<file path="src/rtl/dnle_pkg.sv">
// ----------------------------------------------------------------------------
// dnle_pkg
// Shared types and constants for the DNS name label encoder.
// ----------------------------------------------------------------------------
`default_nettype none

package dnle_pkg;

    localparam int unsigned LEN_W  = 6;
    localparam int unsigned CHAR_W = 8;

    localparam logic [CHAR_W-1:0] CH_DOT = 8'd46;
    localparam logic [CHAR_W-1:0] CH_END = 8'd0;

    // One label flush, handed from the front end to the playback engine.
    typedef struct packed {
        logic             bank;
        logic [LEN_W-1:0] len;
        logic             ovf;
        logic             closing;
    } flush_cmd_t;

    // Playback engine has finished with a buffer bank.
    typedef struct packed {
        logic valid;
        logic bank;
    } bank_rel_t;

    typedef enum logic [1:0] {
        B_IDLE,
        B_LEN,
        B_BYTE,
        B_TERM
    } back_state_t;

endpackage

`default_nettype wire

</file>
<file path="src/rtl/dns_name_label_encoder.sv">
// ----------------------------------------------------------------------------
// dns_name_label_encoder
// Turns a dotted host name, one character per transfer, into DNS wire form.
//
//   Channel  Dir  Payload                                    Last / user
//   s_axis   in   tdata[7:0] name_char                       -
//   m_axis   out  tdata[7:0] out_byte                        tlast last_of_run,
//                                                            tuser name_done,
//                                                            label_overflow
//
// Playback of a flush of an n-byte label gives its length byte and its n
// bytes, and a zero byte at the end of a name, after an idle state that
// picks up the flush; the single output register sets that pace. Two buffer
// banks let the next label fill while one is replayed; s_axis stalls only
// when both banks wait for playback. Reset clears control state only; the
// buffer memory needs no clearing pass.
// ----------------------------------------------------------------------------
`default_nettype none

module dns_name_label_encoder #(
    parameter int unsigned LABEL_MAX = 62
) (
    input  wire        clk,
    input  wire        rst_n,
    input  wire        s_axis_tvalid,
    output logic       s_axis_tready,
    input  wire  [7:0] s_axis_tdata,   // [7:0] name_char
    output logic       m_axis_tvalid,
    input  wire        m_axis_tready,
    output logic [7:0] m_axis_tdata,   // [7:0] out_byte
    output logic       m_axis_tlast,   // last_of_run
    output logic [1:0] m_axis_tuser    // [0] name_done, [1] label_overflow
);

    localparam int unsigned AW = (2 * LABEL_MAX > 1) ? $clog2(2 * LABEL_MAX) : 1;

    logic                         wr_en;
    logic [AW-1:0]                wr_addr;
    logic [dnle_pkg::CHAR_W-1:0]  wr_data;
    logic                         push;
    logic                         q_not_full;
    logic                         q_not_empty;
    logic                         pop;
    dnle_pkg::flush_cmd_t         push_cmd;
    dnle_pkg::flush_cmd_t         head_cmd;
    dnle_pkg::bank_rel_t          rel;

    dnle_front #(
        .LABEL_MAX (LABEL_MAX),
        .AW        (AW)
    ) u_front (
        .clk       (clk),
        .rst_n     (rst_n),
        .in_valid  (s_axis_tvalid),
        .in_ready  (s_axis_tready),
        .in_char   (s_axis_tdata),
        .wr_en     (wr_en),
        .wr_addr   (wr_addr),
        .wr_data   (wr_data),
        .cmd_valid (push),
        .cmd_ready (q_not_full),
        .cmd       (push_cmd),
        .rel       (rel)
    );

    dnle_queue u_queue (
        .clk       (clk),
        .rst_n     (rst_n),
        .push      (push),
        .not_full  (q_not_full),
        .push_data (push_cmd),
        .pop       (pop),
        .not_empty (q_not_empty),
        .pop_data  (head_cmd)
    );

    dnle_back #(
        .LABEL_MAX (LABEL_MAX),
        .AW        (AW)
    ) u_back (
        .clk       (clk),
        .rst_n     (rst_n),
        .wr_en     (wr_en),
        .wr_addr   (wr_addr),
        .wr_data   (wr_data),
        .cmd_valid (q_not_empty),
        .cmd_pop   (pop),
        .cmd       (head_cmd),
        .rel       (rel),
        .out_valid (m_axis_tvalid),
        .out_ready (m_axis_tready),
        .out_byte  (m_axis_tdata),
        .out_last  (m_axis_tlast),
        .out_done  (m_axis_tuser[0]),
        .out_ovf   (m_axis_tuser[1])
    );

endmodule

`default_nettype wire

</file>
<file path="src/rtl/dnle_front.sv">
// ----------------------------------------------------------------------------
// dnle_front
// Accepts name characters, writes label bytes into the current buffer bank
// and issues a flush command on a dot or the end of the name.
// ----------------------------------------------------------------------------
`default_nettype none

module dnle_front #(
    parameter int unsigned LABEL_MAX = 62,
    parameter int unsigned AW        = 7
) (
    input  wire                            clk,
    input  wire                            rst_n,
    input  wire                            in_valid,
    output logic                           in_ready,
    input  wire  [dnle_pkg::CHAR_W-1:0]    in_char,
    output logic                           wr_en,
    output logic [AW-1:0]                  wr_addr,
    output logic [dnle_pkg::CHAR_W-1:0]    wr_data,
    output logic                           cmd_valid,
    input  wire                            cmd_ready,
    output dnle_pkg::flush_cmd_t           cmd,
    input  dnle_pkg::bank_rel_t            rel
);

    logic                        bank_reg, bank_next;
    logic [dnle_pkg::LEN_W-1:0]  count_reg, count_next;
    logic                        ovf_reg, ovf_next;
    logic [1:0]                  busy_reg, busy_next;
    logic                        accept;
    logic                        is_flush;

    always_ff @(posedge clk or negedge rst_n)
    begin
        if (!rst_n)
        begin
            bank_reg  <= 1'b0;
            count_reg <= '0;
            ovf_reg   <= 1'b0;
            busy_reg  <= '0;
        end
        else
        begin
            bank_reg  <= bank_next;
            count_reg <= count_next;
            ovf_reg   <= ovf_next;
            busy_reg  <= busy_next;
        end
    end

    // A bank is held from its flush until playback releases it.
    assign in_ready = !busy_reg[bank_reg] && cmd_ready;
    assign accept   = in_valid && in_ready;
    assign is_flush = (in_char == dnle_pkg::CH_DOT) || (in_char == dnle_pkg::CH_END);

    assign wr_data = in_char;
    assign wr_addr = AW'((bank_reg ? LABEL_MAX : 0) + count_reg);

    assign cmd.bank    = bank_reg;
    assign cmd.len     = count_reg;
    assign cmd.ovf     = ovf_reg;
    assign cmd.closing = (in_char == dnle_pkg::CH_END);

    always_comb
    begin
        bank_next  = bank_reg;
        count_next = count_reg;
        ovf_next   = ovf_reg;
        busy_next  = busy_reg;
        wr_en      = 1'b0;
        cmd_valid  = 1'b0;
        if (rel.valid)
        begin
            busy_next[rel.bank] = 1'b0;
        end
        if (accept)
        begin
            if (is_flush)
            begin
                cmd_valid           = 1'b1;
                busy_next[bank_reg] = 1'b1;
                bank_next           = !bank_reg;
                count_next          = '0;
                ovf_next            = 1'b0;
            end
            else if (count_reg < dnle_pkg::LEN_W'(LABEL_MAX))
            begin
                wr_en      = 1'b1;
                count_next = count_reg + 1'b1;
            end
            else
            begin
                ovf_next = 1'b1;
            end
        end
    end

endmodule

`default_nettype wire

</file>
<file path="src/rtl/dnle_queue.sv">
// ----------------------------------------------------------------------------
// dnle_queue
// Two-entry queue of flush commands between the front end and playback.
// ----------------------------------------------------------------------------
`default_nettype none

module dnle_queue (
    input  wire                   clk,
    input  wire                   rst_n,
    input  wire                   push,
    output logic                  not_full,
    input  dnle_pkg::flush_cmd_t  push_data,
    input  wire                   pop,
    output logic                  not_empty,
    output dnle_pkg::flush_cmd_t  pop_data
);

    dnle_pkg::flush_cmd_t  entry_reg [2];
    logic                  wp_reg, wp_next;
    logic                  rp_reg, rp_next;
    logic [1:0]            fill_reg, fill_next;
    logic                  do_push, do_pop;

    assign not_full  = (fill_reg != 2'd2);
    assign not_empty = (fill_reg != 2'd0);
    assign do_push   = push && not_full;
    assign do_pop    = pop && not_empty;
    assign pop_data  = entry_reg[rp_reg];

    always_comb
    begin
        wp_next   = wp_reg ^ do_push;
        rp_next   = rp_reg ^ do_pop;
        fill_next = fill_reg + {1'b0, do_push} - {1'b0, do_pop};
    end

    always_ff @(posedge clk or negedge rst_n)
    begin
        if (!rst_n)
        begin
            wp_reg   <= 1'b0;
            rp_reg   <= 1'b0;
            fill_reg <= '0;
        end
        else
        begin
            wp_reg   <= wp_next;
            rp_reg   <= rp_next;
            fill_reg <= fill_next;
        end
    end

    always_ff @(posedge clk)
    begin
        if (do_push)
        begin
            entry_reg[wp_reg] <= push_data;
        end
    end

endmodule

`default_nettype wire

</file>
<file path="src/rtl/dnle_back.sv">
// ----------------------------------------------------------------------------
// dnle_back
// Playback engine: holds the two label buffer banks and replays each flush
// as a length byte, the label bytes and, at the end of a name, a zero byte.
// ----------------------------------------------------------------------------
`default_nettype none

module dnle_back #(
    parameter int unsigned LABEL_MAX = 62,
    parameter int unsigned AW        = 7
) (
    input  wire                          clk,
    input  wire                          rst_n,
    input  wire                          wr_en,
    input  wire  [AW-1:0]                wr_addr,
    input  wire  [dnle_pkg::CHAR_W-1:0]  wr_data,
    input  wire                          cmd_valid,
    output logic                         cmd_pop,
    input  dnle_pkg::flush_cmd_t         cmd,
    output dnle_pkg::bank_rel_t          rel,
    output logic                         out_valid,
    input  wire                          out_ready,
    output logic [dnle_pkg::CHAR_W-1:0]  out_byte,
    output logic                         out_last,
    output logic                         out_done,
    output logic                         out_ovf
);

    localparam int unsigned DEPTH = 2 * LABEL_MAX;
    localparam int unsigned RW    = $clog2(DEPTH + 1);

    logic [dnle_pkg::CHAR_W-1:0]  mem [DEPTH];
    logic [dnle_pkg::CHAR_W-1:0]  rd_data_reg;
    logic [RW-1:0]                rd_addr;

    dnle_pkg::back_state_t        state_reg, state_next;
    dnle_pkg::flush_cmd_t         cmd_reg, cmd_next;
    logic [dnle_pkg::LEN_W-1:0]   idx_reg, idx_next;

    logic                         ov_reg, ov_next;
    logic [dnle_pkg::CHAR_W-1:0]  ob_reg, ob_next;
    logic                         ol_reg, ol_next;
    logic                         od_reg, od_next;
    logic                         oo_reg, oo_next;
    logic                         slot_free;
    logic                         last_byte;

    // The read address follows the next index, so the read register always
    // holds the byte at the current index.
    assign rd_addr = RW'((cmd_next.bank ? LABEL_MAX : 0) + idx_next);

    always_ff @(posedge clk)
    begin
        if (wr_en)
        begin
            mem[wr_addr] <= wr_data;
        end
        if (rd_addr < RW'(DEPTH))
        begin
            rd_data_reg <= mem[rd_addr[AW-1:0]];
        end
    end

    assign slot_free = !ov_reg || out_ready;
    assign last_byte = (dnle_pkg::LEN_W'(idx_reg + 1'b1) == cmd_reg.len);

    always_ff @(posedge clk or negedge rst_n)
    begin
        if (!rst_n)
        begin
            state_reg <= dnle_pkg::B_IDLE;
            ov_reg    <= 1'b0;
        end
        else
        begin
            state_reg <= state_next;
            ov_reg    <= ov_next;
        end
    end

    always_ff @(posedge clk)
    begin
        cmd_reg <= cmd_next;
        idx_reg <= idx_next;
        ob_reg  <= ob_next;
        ol_reg  <= ol_next;
        od_reg  <= od_next;
        oo_reg  <= oo_next;
    end

    always_comb
    begin
        state_next = state_reg;
        cmd_next   = cmd_reg;
        idx_next   = idx_reg;
        ov_next    = ov_reg && !out_ready;
        ob_next    = ob_reg;
        ol_next    = ol_reg;
        od_next    = od_reg;
        oo_next    = oo_reg;
        cmd_pop    = 1'b0;
        rel.valid  = 1'b0;
        rel.bank   = cmd_reg.bank;
        case (state_reg)
            dnle_pkg::B_IDLE:
            begin
                if (cmd_valid)
                begin
                    cmd_pop    = 1'b1;
                    cmd_next   = cmd;
                    idx_next   = '0;
                    state_next = dnle_pkg::B_LEN;
                end
            end
            dnle_pkg::B_LEN:
            begin
                if (slot_free)
                begin
                    ov_next = 1'b1;
                    ob_next = dnle_pkg::CHAR_W'(cmd_reg.len);
                    ol_next = (cmd_reg.len == '0) && !cmd_reg.closing;
                    od_next = 1'b0;
                    oo_next = cmd_reg.ovf;
                    if (cmd_reg.len != '0)
                    begin
                        state_next = dnle_pkg::B_BYTE;
                    end
                    else if (cmd_reg.closing)
                    begin
                        state_next = dnle_pkg::B_TERM;
                    end
                    else
                    begin
                        rel.valid  = 1'b1;
                        state_next = dnle_pkg::B_IDLE;
                    end
                end
            end
            dnle_pkg::B_BYTE:
            begin
                if (slot_free)
                begin
                    ov_next  = 1'b1;
                    ob_next  = rd_data_reg;
                    ol_next  = last_byte && !cmd_reg.closing;
                    od_next  = 1'b0;
                    oo_next  = cmd_reg.ovf;
                    idx_next = idx_reg + 1'b1;
                    if (last_byte)
                    begin
                        if (cmd_reg.closing)
                        begin
                            state_next = dnle_pkg::B_TERM;
                        end
                        else
                        begin
                            rel.valid  = 1'b1;
                            state_next = dnle_pkg::B_IDLE;
                        end
                    end
                end
            end
            dnle_pkg::B_TERM:
            begin
                if (slot_free)
                begin
                    ov_next    = 1'b1;
                    ob_next    = dnle_pkg::CH_END;
                    ol_next    = 1'b1;
                    od_next    = 1'b1;
                    oo_next    = cmd_reg.ovf;
                    rel.valid  = 1'b1;
                    state_next = dnle_pkg::B_IDLE;
                end
            end
            default:
            begin
                state_next = dnle_pkg::B_IDLE;
            end
        endcase
    end

    assign out_valid = ov_reg;
    assign out_byte  = ob_reg;
    assign out_last  = ol_reg;
    assign out_done  = od_reg;
    assign out_ovf   = oo_reg;

endmodule

`default_nettype wire

</file>
<file path="config.mk">
export PLATFORM = sky130hd
export DESIGN_NAME = dns_name_label_encoder
export DESIGN_NICKNAME = d
export VERILOG_FILES = /design/src/rtl/dnle_pkg.sv /design/src/rtl/dns_name_label_encoder.sv /design/src/rtl/dnle_front.sv /design/src/rtl/dnle_queue.sv /design/src/rtl/dnle_back.sv
export SDC_FILE = /design/constraint.sdc
export NUM_CORES = 1
export LEC_CHECK = 0
export BUFFER_PORTS_ARGS = -buffer_cell sky130_fd_sc_hd__buf_4
export CORE_MARGIN = 5
export CORE_UTILIZATION = 62
export DETAILED_ROUTE_END_ITERATION = 10
export PLACE_DENSITY = 0.78
export REMOVE_ABC_BUFFERS = 1
export SLEW_MARGIN = 20
export SYNTH_ARGS = -nofsm -noshare
export SYNTH_HDL_FRONTEND = slang
export SYNTH_HIERARCHICAL = 1
export SYNTH_SLANG_ARGS = --single-unit
</file>
<file path="constraint.sdc">
create_clock -name clk -period 5.25 [get_ports clk]
set_input_delay 1.05 -clock clk [delete_from_list [all_inputs] [get_ports clk]]
set_output_delay 1.05 -clock clk [all_outputs]
set_load 0.02 [all_outputs]
</file>
==> results by group, run 1 <==
Finish
  • Diodes inserted: 0
  • Max reg flops: 992
  • Design area: 47,200 sq um
  • Share of layout cells above drive strength 1: 0.169
  • Final cell count without fillers: 3,572
  • Layout Nets: 2,649
  • Layout overhead on the synthesized area: 11.6%
  • Post-route core utilization: 0.701

Clock tree
  • H-tree Lvls: 3
  • CTS Buf Count: 100
  • Clock Tree Root: clkbuf_16
  • # Post-CTS Setup Buffers: 0
  • Worst-path clk slew: 0.06 ns
  • CTS max path bufs: 3
  • CTS tree: done
  • # clock sinks: 1,061
  • Clk_lat worst skew: 0.65 ns
  • Hold_buf cts: 0
  • Post-CTS Resized: 0

Timing
  • Worst Max-Slew Pin Slew: 1.28 ns
  • Final setup viols: 0
  • Smallest hold slack: 0.261 ns
  • Worst slew margin: 0.141
  • Fmax: 199 MHz
  • Setup TNS Final: 0 ns
  • RSZ-0062 raised after global routing: no
  • Pins Over Slew Limit: 0
  • Clock period minus worst slack: 5.03 ns
  • Final hold violation count: 0
  • Tcrit/Tclk final: 0.958
  • Worst Clk Skew: 0.0237 ns
  • Setup WS post-layout: 0.218 ns

Flow run
  • MaxCap Viol Count: 0

Die
  • Area of the die: 73,600 sq um
  • DIE HEIGHT: 271 microns
  • FP Rows: 95
  • Die Wd: 271 microns
  • Starting Density: 0.628
  • I/O pin cnt: 25
  • Core box area: 67,400 sq um

Global routing
  • Gr ovfl total: 0
  • GRT Util Overall: 0.293
  • Vias in the first global route: 24,200
  • Initial antenna violation count: 0
  • Global-route wire length before repair: 160,000 microns
  • Largest net degree at the start of global routing: 93

Detailed routing
  • Via density: 6.88
  • Pre-antenna DRT Iters: 6
  • # DRC: 0
  • DR iter-0 viols: 3,927
  • ANT nets after route: 0
  • WL/cell: 30.3 microns
  • Routed Wire Length: 108,000 microns
  • Vias: 24,600

Worst setup path
  • Critical Path Start: u_back/state_reg[0]$_DFFE_PN0P_
  • Crit Path Max Fanout: 24
  • R2r startpoint: u_back/state_reg[0]$_DFFE_PN0P_
  • WS Path Type: flip-flop to flip-flop
  • Critical R2R Capture: u_back/rd_data_reg[1]$_DFFE_PN_
  • Crit path to: u_back/rd_data_reg[1]$_DFFE_PN_
  • Worst setup SP type: flip-flop
  • Data arrival, critical path: 5.53 ns
  • R2R cell count: 16
  • Crit. End Element: flip-flop
  • Worst EP required: 5.75 ns
  • R2R setup slack: 0.22 ns

Power
  • Sw Ratio: 0.349
  • Tot Pwr: 26.2 mW
  • Power density over cell area: 555 nW/um^2
  • Sequential Power Share: 0.381
  • Logic pwr share: 0.347
  • Cell internal pwr: 17.1 mW
  • Switching pwr: 9.16 mW
  • P_leak: 15.6 nW
  • Clock share of power: 0.273
  • Peak VDD IR: 338 uV

Synth
  • Post-synth top flop: edfxtp_1
  • Synth cell count leaders: edfxtp_1, nand2_1, nor2_1
  • Top-area cell type share of the netlist area: 0.736
  • Synth warn: 6
  • Yosys reg bits: 1,061
  • Syn Std Cell Area: 42,300 sq um
  • Count leader, synth: edfxtp_1
  • Netlist cell types: 69
  • Seq/Total Area, Yosys: 0.749
  • Ranking of synthesized cells by area: edfxtp_1, mux4_2, nand2_1
  • EDFF count, synth: 1,037
  • Syn Area/Cell: 16.9 sq um
  • Synth area leader: edfxtp_1
  • FFs w/ async S/R, synth: 0.0160
  • Synth Instances: 2,512

Placed design
  • Place WS: 0.214 ns
  • Post-DP HPWL: 67,400 microns
  • IO buf count: 24
  • Inst Count DP: 3,388
  • GPL Wtd Cong: 1.03
  • Dpl cell area: 44,000 sq um

Worst hold path
  • Hold Crit Class: input pin to async pin

Outcome
  • Status: complete, no violations
==> cells by family after synthesis <==
| kind of cell | after synthesis | synth area share |
|---|---|---|
| AOI/OAI and AO/OA | 314 | 0.0500 |
| and+or+nand+nor | 670 | 0.0673 |
| buffers and inverters | 160 | 0.0203 |
| DFF | 1061 | 0.749 |
| muxes | 264 | 0.102 |
| xor gates and xnor gates | 23 | 0.00476 |
| adders and majority gates | 20 | 0.00627 |
==> worst min path at each step <==
stage                     cells past startpoint  slack (ns)                        start                      endpoint
after global routing                          1        0.26                        rst_n      u_queue/wp_reg$_DFF_PN0_
after CTS                                     1        0.23                        rst_n      u_queue/wp_reg$_DFF_PN0_
final                                         1        0.26                        rst_n  u_front/bank_reg$_DFFE_PN0P_
after global placement                        0        0.43  u_back/cmd_reg[1]$_DFFE_PP_      u_back/out_ovf$_DFFE_PP_
after detailed placement                      0        0.42  u_back/cmd_reg[1]$_DFFE_PP_      u_back/out_ovf$_DFFE_PP_
after floorplan                               0        0.40  u_back/cmd_reg[1]$_DFFE_PP_      u_back/out_ovf$_DFFE_PP_
==> worst max-delay path: stages, from the launching register on <==
cell      delay [ns]
dfrtp_1         0.42
inv_1           0.11
ha_1            0.56
mux2_4          0.29
o21ai_0         0.08
a32o_1          0.26
ha_4            0.19
fa_2            0.44
xor2_4          0.58
buf_4           0.48
nand3_1         0.13
mux2_2          0.29
o221ai_1        0.10
a211oi_1        0.14
a211oi_1        0.46
o21ai_0         0.15
a21oi_1         0.18
==> per-layer routing <==
metal / wire (microns) / vias up / track usage
li1: - / 10100 / -
met1: 39300 / 12300 / 0.416
met2: 48700 / 1886 / 0.438
met3: 15300 / 306 / 0.0866
met4: 4960 / 0 / 0.116
met5: 0 / - / 0
==> cell type report <==
class / count / area [sq um]
clock buffers: 126 / 2650
clock inverters: 58 / 588
fillers: 4050 / 20200
inverters: 11 / 43.8
multi-input cells: 1291 / 9870
flip-flops and latches: 1061 / 31700
well taps: 873 / 1090
repair buffers: 152 / 1290
==> layout by cell type (no fill, tap or decap), types with 18 or more instances in the layout <==
| cell | instances |
|---|---|
| a21oi_1 | 100 |
| buf_4 | 140 |
| clkbuf_16 | 101 |
| nor2_1 | 185 |
| clkbuf_1 | 22 |
| o22ai_1 | 27 |
| a2111oi_0 | 18 |
| clkinv_1 | 22 |
| mux2i_1 | 115 |
| mux4_2 | 123 |
| a31oi_1 | 30 |
| nand2_1 | 319 |
| nand3_1 | 74 |
| edfxtp_1 | 1037 |
| o21ai_0 | 33 |
==> power groups by stage <==
stage	registers (mW)	clock network, mW	logic (mW)
final	9.98	7.15	9.09
after global routing	10.0	7.59	9.42
after CTS	9.97	7.22	8.86
after detailed placement	10.1	0	8.80
after global placement	10.1	0	8.67
after floorplan	10.1	0	4.15
Power figures use the tool's default switching activity.
==> run 2, diff against run 1 <==
- CELL_PAD_IN_SITES_DETAIL_PLACEMENT: unset -> 1
- CELL_PAD_IN_SITES_GLOBAL_PLACEMENT: unset -> 1
- CORE_UTILIZATION: 62 -> 55
- PLACE_DENSITY: 0.78 -> 0.79
==> run 2 against run 1 <==
  * Clock skew fell by 0.0031 ns
  * Die area increased by 12%
  * Wire length increased by 15%
  * Global-route usage increased by 0.85 points
  * First-iteration DRC count down 20%
==> results by group, run 2 (synthesis gave the netlist of run 1 again) <==
Outcome
  • Status: complete, no violations

Finish
  • Max reg flops: 992
  • Share of layout cells above drive strength 1: 0.161
  • Most common cell after layout, fill and taps aside: edfxtp_1
  • Commonest non-fill, non-tap cells in the layout: edfxtp_1, nand2_1, nor2_1
  • Post-route core utilization: 0.624
  • Multi-input logic area: 9880 sq um
  • Layout Nets: 2,622
  • Final cell count without fillers: 3,710
  • Reg area: 31,700 sq um
  • Number of fill cells: 6,626
  • Layout overhead on the synthesized area: 12.2%

Die
  • I/O pin cnt: 25
  • Starting Density: 0.556
  • DIE HEIGHT: 287 microns
  • Area of the die: 82,600 sq um
  • Core box area: 76,200 sq um
  • FP Rows: 101
  • Die Wd: 287 microns

Global routing
  • Gr ovfl total: 0
  • GRT Util Overall: 0.302
  • Vias in the first global route: 25,800
  • Largest net degree at the start of global routing: 121
  • Initial antenna violation count: 8
  • Global-route wire length before repair: 182,000 microns

Worst setup path
  • Worst EP required: 5.76 ns
  • Crit Path Max Fanout: 13
  • Crit. End Element: flip-flop
  • R2r startpoint: u_back/state_reg[1]$_DFFE_PN0P_
  • Data arrival, critical path: 5.55 ns
  • Critical Path Start: u_back/state_reg[1]$_DFFE_PN0P_
  • Worst setup SP type: flip-flop
  • WS Path Type: flip-flop to flip-flop

Clock tree
  • CTS Buf Count: 103
  • CTS tree: done
  • Hold_buf cts: 0
  • # clock sinks: 1,061
  • Post-CTS Resized: 0
  • H-tree Lvls: 3
  • CTS max path bufs: 3
  • Clk_lat worst skew: 0.67 ns
  • Worst-path clk slew: 0.06 ns
  • # Post-CTS Setup Buffers: 0
  • Clock Tree Root: clkbuf_16

Power
  • Power density over cell area: 570 nW/um^2
  • Sequential Power Share: 0.369
  • Peak VDD IR: 340 uV
  • Switching pwr: 9.58 mW
  • P_leak: 15.6 nW
  • Clock share of power: 0.286
  • Cell internal pwr: 17.5 mW
  • Logic pwr share: 0.345
  • Sw Ratio: 0.354

Detailed routing
  • DR iter-0 viols: 3,123
  • Via density: 6.70
  • WL/cell: 33.4 microns
  • # DRC: 0
  • Pre-antenna DRT Iters: 6
  • ANT nets after route: 0
  • Routed Wire Length: 124,000 microns
  • Vias: 24,900

Flow run
  • MaxCap Viol Count: 0

Placed design
  • Inst Count DP: 3,515
  • GPL Wtd Cong: 0.952
  • Place WS: 0.104 ns
  • Post-DP HPWL: 77,400 microns
  • IO buf count: 24

Timing
  • Setup WS post-layout: 0.215 ns
  • Setup TNS Final: 0 ns
  • Pins Over Slew Limit: 0
  • Worst slew margin: 0.194
  • Final hold violation count: 0
  • Final setup viols: 0
  • Worst Max-Slew Pin Slew: 1.21 ns
  • Fmax: 199 MHz
  • Smallest hold slack: 0.246 ns
  • Clock period minus worst slack: 5.04 ns
  • RSZ-0062 raised after global routing: no
  • Tcrit/Tclk final: 0.959
  • Worst Clk Skew: 0.0206 ns

Worst hold path
  • Hold Crit Class: input pin to async pin
-- run 2: changes by cell type in the layout (fill, tap and decap cells not counted), sizes merged --
cell      delta
buf         -30
clkbuf      +16
bufinv       +5
clkinv       -4
clkinvlp     -4
inv          -4
diode        +2
-- run 2: per-layer routing --
metal	part of all wire	vias up	routed length, microns	GRT usage
li1	-	10000	-	-
met4	0.047	2	5790	0.120
met2	0.47	1659	57800	0.474
met3	0.11	333	14100	0.0721
met5	0.00010	-	13	0
met1	0.37	12800	46300	0.413
-- run 2: area by class of cell --
type	count	area share
clock buffers	142	0.0602
inverters	11	0.000922
multi-input cells	1291	0.208
well taps	1030	0.0271
clock inverters	51	0.0140
flip-flops and latches	1061	0.667
repair buffers	122	0.0227
diodes	2	0.000105
-- run 2: power by group through the flow --
| stage | clock network, mW | logic, mW | registers, mW |
|---|---|---|---|
| 2_1_floorplan | 0 | 4.15 | 10.1 |
| 3_3_place_gp | 0 | 8.73 | 10.1 |
| 3_5_place_dp | 0 | 8.97 | 10.2 |
| 4_1_cts | 7.81 | 9.09 | 9.99 |
| 5_1_grt | 8.26 | 9.59 | 10.0 |
| 6_report | 7.73 | 9.34 | 9.99 |
-- run 2: worst max-delay path, cell delays in order, from the launching register on --
cell      delay (ns)
dfrtp_1         0.40
inv_1           0.13
ha_1            0.40
and2_1          0.22
mux2_2          0.44
ha_4            0.20
fa_2            0.62
buf_4           0.28
nand2_1         0.30
nor2_1          0.09
mux2_2          0.27
a221oi_1        0.34
a211oi_1        0.16
a211oi_1        0.59
o21ai_0         0.21
a21oi_1         0.20
-- run 2: through the flow --
stage | cell area [sq um] | power [mW]
2_1_floorplan | 41500 | 14.3
3_3_place_gp | 44000 | 18.9
3_5_place_dp | 44000 | 19.1
4_1_cts | 47500 | 26.9
5_1_grt | 47500 | 27.9
6_report | 47500 | 27.1
-- run 2: path summary, 6_finish.rpt --
path                            slack [ns]  depth (start not counted)                               end
worst max-delay path                  0.21                         15   u_back/rd_data_reg[1]$_DFFE_PN_
worst min-delay path                  0.25                          1          u_queue/rp_reg$_DFF_PN0_
min in group clk                      0.45                          0          u_back/out_ovf$_DFFE_PP_
worst max register to register        0.21                         15   u_back/rd_data_reg[1]$_DFFE_PN_
max in group asynchronous             4.79                          1  u_front/count_reg[4]$_DFFE_PN0P_
worst min register to register        0.45                          0          u_back/out_ovf$_DFFE_PP_
